### src/hw/rtl/subarray_target_sum_counter_unit_assert.svh
// Assertion macros for the subarray target-sum counter.
// Both expect i_clk and i_rst_n in scope.
`ifndef SUBARRAY_TARGET_SUM_COUNTER_UNIT_ASSERT_SVH
`define SUBARRAY_TARGET_SUM_COUNTER_UNIT_ASSERT_SVH

// Condition holds at every clock edge out of reset.
`define STSC_ASSERT_HOLD(lbl, cond, msg) \
    lbl: assert property (@(posedge i_clk) disable iff (!i_rst_n) (cond)) else $error(msg);

// Same-cycle implication out of reset.
`define STSC_ASSERT_IMPLY(lbl, ante, cons, msg) \
    lbl: assert property (@(posedge i_clk) disable iff (!i_rst_n) (ante) |-> (cons)) \
        else $error(msg);

`endif

### src/hw/rtl/stsc_pkg.sv
package stsc_pkg;

    localparam int WINDOW_DEPTH = 1024;
    localparam int PTR_W        = $clog2(WINDOW_DEPTH);
    localparam int OCC_W        = $clog2(WINDOW_DEPTH + 1);
    localparam int VAL_W        = 16;
    localparam int TGT_W        = 32;
    localparam int SUM_W        = 33;
    localparam int CNT_W        = 16;
    localparam logic [CNT_W-1:0] CNT_MAX = {CNT_W{1'b1}};
    localparam logic [TGT_W-1:0] TARGET_RESET = TGT_W'(1);

    localparam int QUEUE_DEPTH = 2;
    localparam int QPTR_W      = $clog2(QUEUE_DEPTH);
    localparam int QCNT_W      = $clog2(QUEUE_DEPTH + 1);

    typedef struct packed {
        logic [VAL_W-1:0] value;
        logic             last;
    } t_item;

    typedef enum logic [2:0] {
        S_IDLE,
        S_EVICT,
        S_PUSH,
        S_POP,
        S_DONE
    } t_state;

    typedef struct packed {
        t_state           state;
        logic [OCC_W-1:0] occ;
        logic             sum_zero;
    } t_status;

    function automatic logic [PTR_W-1:0] ptr_adv(input logic [PTR_W-1:0] p);
        return (p == PTR_W'(WINDOW_DEPTH - 1)) ? '0 : p + 1'b1;
    endfunction

endpackage

### src/hw/rtl/stsc_if.sv
interface stsc_in_if;
    logic                           valid;
    logic                           ready;
    logic [stsc_pkg::VAL_W-1:0]     element_value;
    logic                           is_last;

    modport source(output valid, output element_value, output is_last, input ready);
    modport sink(input valid, input element_value, input is_last, output ready);
endinterface


### src/hw/rtl/stsc_in_queue.sv
module stsc_in_queue (
    input  logic           i_clk,
    input  logic           i_rst_n,
    stsc_in_if.sink        i_in,
    output logic           o_valid,
    output stsc_pkg::t_item o_item,
    input  logic           i_ready
);
    import stsc_pkg::*;

    t_item             r_mem [QUEUE_DEPTH];
    logic [QPTR_W-1:0] r_wp, n_wp;
    logic [QPTR_W-1:0] r_rp, n_rp;
    logic [QCNT_W-1:0] r_cnt, n_cnt;
    logic              push, pop;

    assign i_in.ready = (r_cnt != QCNT_W'(QUEUE_DEPTH));
    assign o_valid    = (r_cnt != '0);
    assign o_item     = r_mem[r_rp];

    assign push = i_in.valid && i_in.ready;
    assign pop  = o_valid && i_ready;

    always_comb begin
        n_wp  = r_wp;
        n_rp  = r_rp;
        n_cnt = r_cnt;
        if (push) begin
            n_wp = (r_wp == QPTR_W'(QUEUE_DEPTH - 1)) ? '0 : r_wp + 1'b1;
        end
        if (pop) begin
            n_rp = (r_rp == QPTR_W'(QUEUE_DEPTH - 1)) ? '0 : r_rp + 1'b1;
        end
        if (push && !pop) begin
            n_cnt = r_cnt + 1'b1;
        end else if (pop && !push) begin
            n_cnt = r_cnt - 1'b1;
        end
    end

    always_ff @(posedge i_clk) begin
        if (!i_rst_n) begin
            r_wp  <= '0;
            r_rp  <= '0;
            r_cnt <= '0;
        end else begin
            r_wp  <= n_wp;
            r_rp  <= n_rp;
            r_cnt <= n_cnt;
        end
    end

    always_ff @(posedge i_clk) begin
        if (push) begin
            r_mem[r_wp] <= '{value: i_in.element_value, last: i_in.is_last};
        end
    end

endmodule

### src/flat_wrapper.sv
// flat-port wrapper written by rule: the top's interface ports become plain ports
module stsc_in_queue_flat import stsc_pkg::*;
  (i_clk, i_rst_n, o_valid, o_item, i_ready, i_in_valid, i_in_element_value, i_in_is_last, i_in_ready);
  stsc_in_if i_in_i ();
  input  logic i_clk;
  input  logic i_rst_n;
  output logic o_valid;
  output stsc_pkg::t_item o_item;
  input  logic i_ready;
  input wire logic [$bits(i_in_i.valid)-1:0] i_in_valid;
  input wire logic [$bits(i_in_i.element_value)-1:0] i_in_element_value;
  input wire logic [$bits(i_in_i.is_last)-1:0] i_in_is_last;
  output wire logic [$bits(i_in_i.ready)-1:0] i_in_ready;
  assign i_in_i.valid = i_in_valid;
  assign i_in_i.element_value = i_in_element_value;
  assign i_in_i.is_last = i_in_is_last;
  assign i_in_ready = i_in_i.ready;
  stsc_in_queue u_core (.i_clk(i_clk), .i_rst_n(i_rst_n), .i_in(i_in_i), .o_valid(o_valid), .o_item(o_item), .i_ready(i_ready));
endmodule
### config.mk
export PLATFORM = sky130hd
export DESIGN_NAME = stsc_in_queue_flat
export DESIGN_NICKNAME = d
export VERILOG_FILES = /design/src/hw/rtl/subarray_target_sum_counter_unit_assert.svh /design/src/hw/rtl/stsc_pkg.sv /design/src/hw/rtl/stsc_if.sv /design/src/hw/rtl/stsc_in_queue.sv /design/src/flat_wrapper.sv
export SDC_FILE = /design/constraint.sdc
export NUM_CORES = 1
export LEC_CHECK = 0
export BUFFER_PORTS_ARGS = -buffer_cell sky130_fd_sc_hd__clkbuf_2
export CORE_MARGIN = 3
export CORE_UTILIZATION = 50
export CTS_BUF_LIST = sky130_fd_sc_hd__clkbuf_16
export CTS_CLUSTER_SIZE = 20
export DETAILED_ROUTE_END_ITERATION = 16
export PLACE_DENSITY = 0.77
export SETUP_SLACK_MARGIN = 0.4
export SLEW_MARGIN = 20
export SYNTH_ARGS = -nofsm -noshare
export SYNTH_HDL_FRONTEND = slang
export SYNTH_SLANG_ARGS = --single-unit
### constraint.sdc
create_clock -name i_clk -period 4.1 [get_ports i_clk]
set_input_delay 0.615 -clock i_clk [delete_from_list [all_inputs] [get_ports i_clk]]
set_output_delay 0.615 -clock i_clk [all_outputs]
set_load 0.1 [all_outputs]
==> impl_metrics.toml <==
[timing]
finalWorstPathRequiredPeriod_ps = 2483
worst_skew_ps = 2.507
setup-violations-final = 0
worst-slew-pin-transition_ps = 794.1
min_period_over_period_pct = 60.56
timing_hold_violations_final = 0
report.final.slew_viol_count = 0
fin_setup_tns_ps = 0
grt_setup_unrepaired = "false"
slew_headroom_pct = 47.06
fmax_mhz = 402.8

[cts]
clkTransAtPathRegs_ps = 50
tritoncts_clock_tree = "done"
cts_root_buf = "sky130_fd_sc_hd__clkbuf_16"
cts.sink_count = 39
insertion_delay_ps = 280
cts_setup_buffers = 0
numCtsBuffers = 5
cts_hold_buf = 0
post_cts_resized = 0
cts_max_path_buffers = 2
cts-htree-levels = 2

[final_layout]
layout.core_utilization_pct = 65.63
num-fill-cells = 204
share_of_final_layout_standard_cells_stronger_than_drive_strength_1_pct = 52.46
insertedDiodeCount = 0
num-nets-final = 143
areaGrowthSynthToFinish_pct = 24.38

[floorplanning]
chipWidth_um = 60.18
placementRows = 19
num_io_pins = 40
total_die_area_sq_um = 3622
start_util_pct = 52.77
core_footprint_sq_um = 2781
fp.dieH_um = 60.18

[global_route]
number_of_antenna_violations_at_the_first_check_in_global_routing = 0
grt_overflow = 0
gr_usage_total_pct = 13.36
grt_start_max_net_pins = 18
wire_length_of_the_first_global_routing_pass_um = 3305
grt_pass1_vias = 762

[synthesis]
yosysWarnings = 0
synth_ff_type = "sky130_fd_sc_hd__edfxtp_1"
synth_area_leaders = "sky130_fd_sc_hd__edfxtp_1, sky130_fd_sc_hd__mux2_2, sky130_fd_sc_hd__dfxtp_1"
yosys.cell_types.count = 20
synth_seq_cells = 39
synth_seq_area_share_pct = 76.39
post-synth-top-count-cell = "sky130_fd_sc_hd__edfxtp_1"
synth.largest_area_cell = "sky130_fd_sc_hd__edfxtp_1"
mappedNetlistArea_sq_um = 1468
number_of_enable_type_register_cells_in_the_synthesized_netlist = 34
syn_nets = 99
postSynth.asyncResetShare_pct = 0
synthesis.instances = 77
yosys.area.top_type_share_pct = 69.57
synth.cells.most_frequent = "sky130_fd_sc_hd__edfxtp_1, sky130_fd_sc_hd__mux2_2, sky130_fd_sc_hd__dfxtp_1"
synth_area_per_cell_sq_um = 19.06

[detailed_routing]
totalWireLength_um = 2217
vias_per_cell = 5.176
violation_count_after_the_first_detailed_routing_iteration = 15
route.antenna.remaining_nets = 0
routed_wire_length_per_instance_um = 14.49
vias = 792
remaining_drc_errors = 0
detailedRoute.firstPassIterationCount = 4

[critical_path]
kind_of_start_point_of_the_critical_path = "flop"
timing.critical_path.required_ps = 3480
cp_cell_sequence = "mux2_2, clkbuf_2"
critical_path.max_stage_delay_ps = 800
cp_data_arrival_time_ps = 1870
endpoint_kind = "output port"
criticalPathCategory = "reg2out"
path_max_fanout = 17
slowest_cell_on_the_critical_path = "sky130_fd_sc_hd__dfxtp_1"

[place]
dp_hpwl_um = 1518
buffer_ports.inserted = 39
place.gp.congestion = 0.7130

[job]
cap_viol_max_count = 0

[outcome]
result_of_the_run = "completed"

[worst_hold_path]
min_path_type = "in2reg"
cell usage in the layout (no fill, tap or decap):
cell type	Yosys	routed
sky130_fd_sc_hd__or2_2	1	1
sky130_fd_sc_hd__nand2b_4	1	1
sky130_fd_sc_hd__xnor2_1	2	2
sky130_fd_sc_hd__and3_1	1	1
sky130_fd_sc_hd__a21bo_2	1	1
sky130_fd_sc_hd__a21boi_0	1	1
sky130_fd_sc_hd__clkinv_1	0	2
sky130_fd_sc_hd__a21boi_1	1	1
sky130_fd_sc_hd__or3_1	1	1
sky130_fd_sc_hd__edfxtp_1	34	34
sky130_fd_sc_hd__clkbuf_16	0	5
sky130_fd_sc_hd__o21ai_1	1	1
sky130_fd_sc_hd__dfxtp_1	5	5
sky130_fd_sc_hd__o21ai_0	1	1
sky130_fd_sc_hd__mux2_2	17	17
sky130_fd_sc_hd__inv_1	1	2
sky130_fd_sc_hd__clkbuf_2	0	39
sky130_fd_sc_hd__nand3b_1	1	1
sky130_fd_sc_hd__ha_1	1	1
sky130_fd_sc_hd__xor2_1	1	1
sky130_fd_sc_hd__and2_1	4	4
cell type report:
cell class / count / area, sq um / area share (%)
Tap cell: 31 / 38.79 / 2.125
Multi-Input combinational cell: 35 / 330.3 / 18.09
Inverter: 1 / 3.754 / 0.2056
Timing Repair Buffer: 39 / 195.2 / 10.69
Clock inverter: 3 / 11.26 / 0.6169
Sequential cell: 39 / 1121 / 61.41
Clock buffer: 5 / 125.1 / 6.854
metrics by stage:
step	hold slack (ps)	area [sq um]	std cells	setup slack (ps)
3_5_place_dp	563.3	1689	145	1867
3_3_place_gp	532.9	1689	145	1889
2_1_floorplan	512.4	1468	77	2279
5_1_grt	519.8	1826	153	1541
4_1_cts	523.7	1826	153	1572
6_report	528.4	1826	153	1617
kinds of logic after synthesis:
family	count (synthesis)	share of synthesized area [%]
AO/OA/AOI/OAI	5	2.387
multiplexers	17	13.04
buffers and inverters	3	1.108
AND/OR/NAND/NOR	9	4.434
adder cells (fa/ha/maj)	1	0.8524
flip-flops	39	76.39
XOR/XNOR	3	1.791
layer usage:
metal  GRT usage (%)  share of wire (%)  vias to the layer above
met5               0                  0                        -
met4           6.646                1.4                        0
met3           7.559                8.5                        6
met2           22.07                 51                       26
met1           13.37                 39                      378
li1                -                  -                      382
path summary, 6_finish.rpt:
check	start	end	slack [ps]	depth (start not counted)
worst max-delay path	flop	o_item[13]	1620	2
worst min-delay path	i_in_element_value[6]	u_core.r_mem[1][7]	530	1
worst max register to register	u_core.r_cnt[0]	u_core.r_mem[1][5]	2440	2
worst min register to register	u_core.r_wp	u_core.r_wp	570	2
sequential cells by signal, summed over array words and instances (netlist names), named ones only:
register	count
u_core.r_cnt	2
u_core.r_mem	34
u_core.r_rp	1
u_core.r_wp	1
worst max-delay path, delay by kind of cell (launching register included):
kind / cells / cell delay [ps]
multiplexers: 1 / 420
buffers and inverters: 1 / 370
flip-flops: 1 / 800
Power is not shown: default switching activity piles up to over one toggle a cycle in this logic, so the estimate is an artifact.
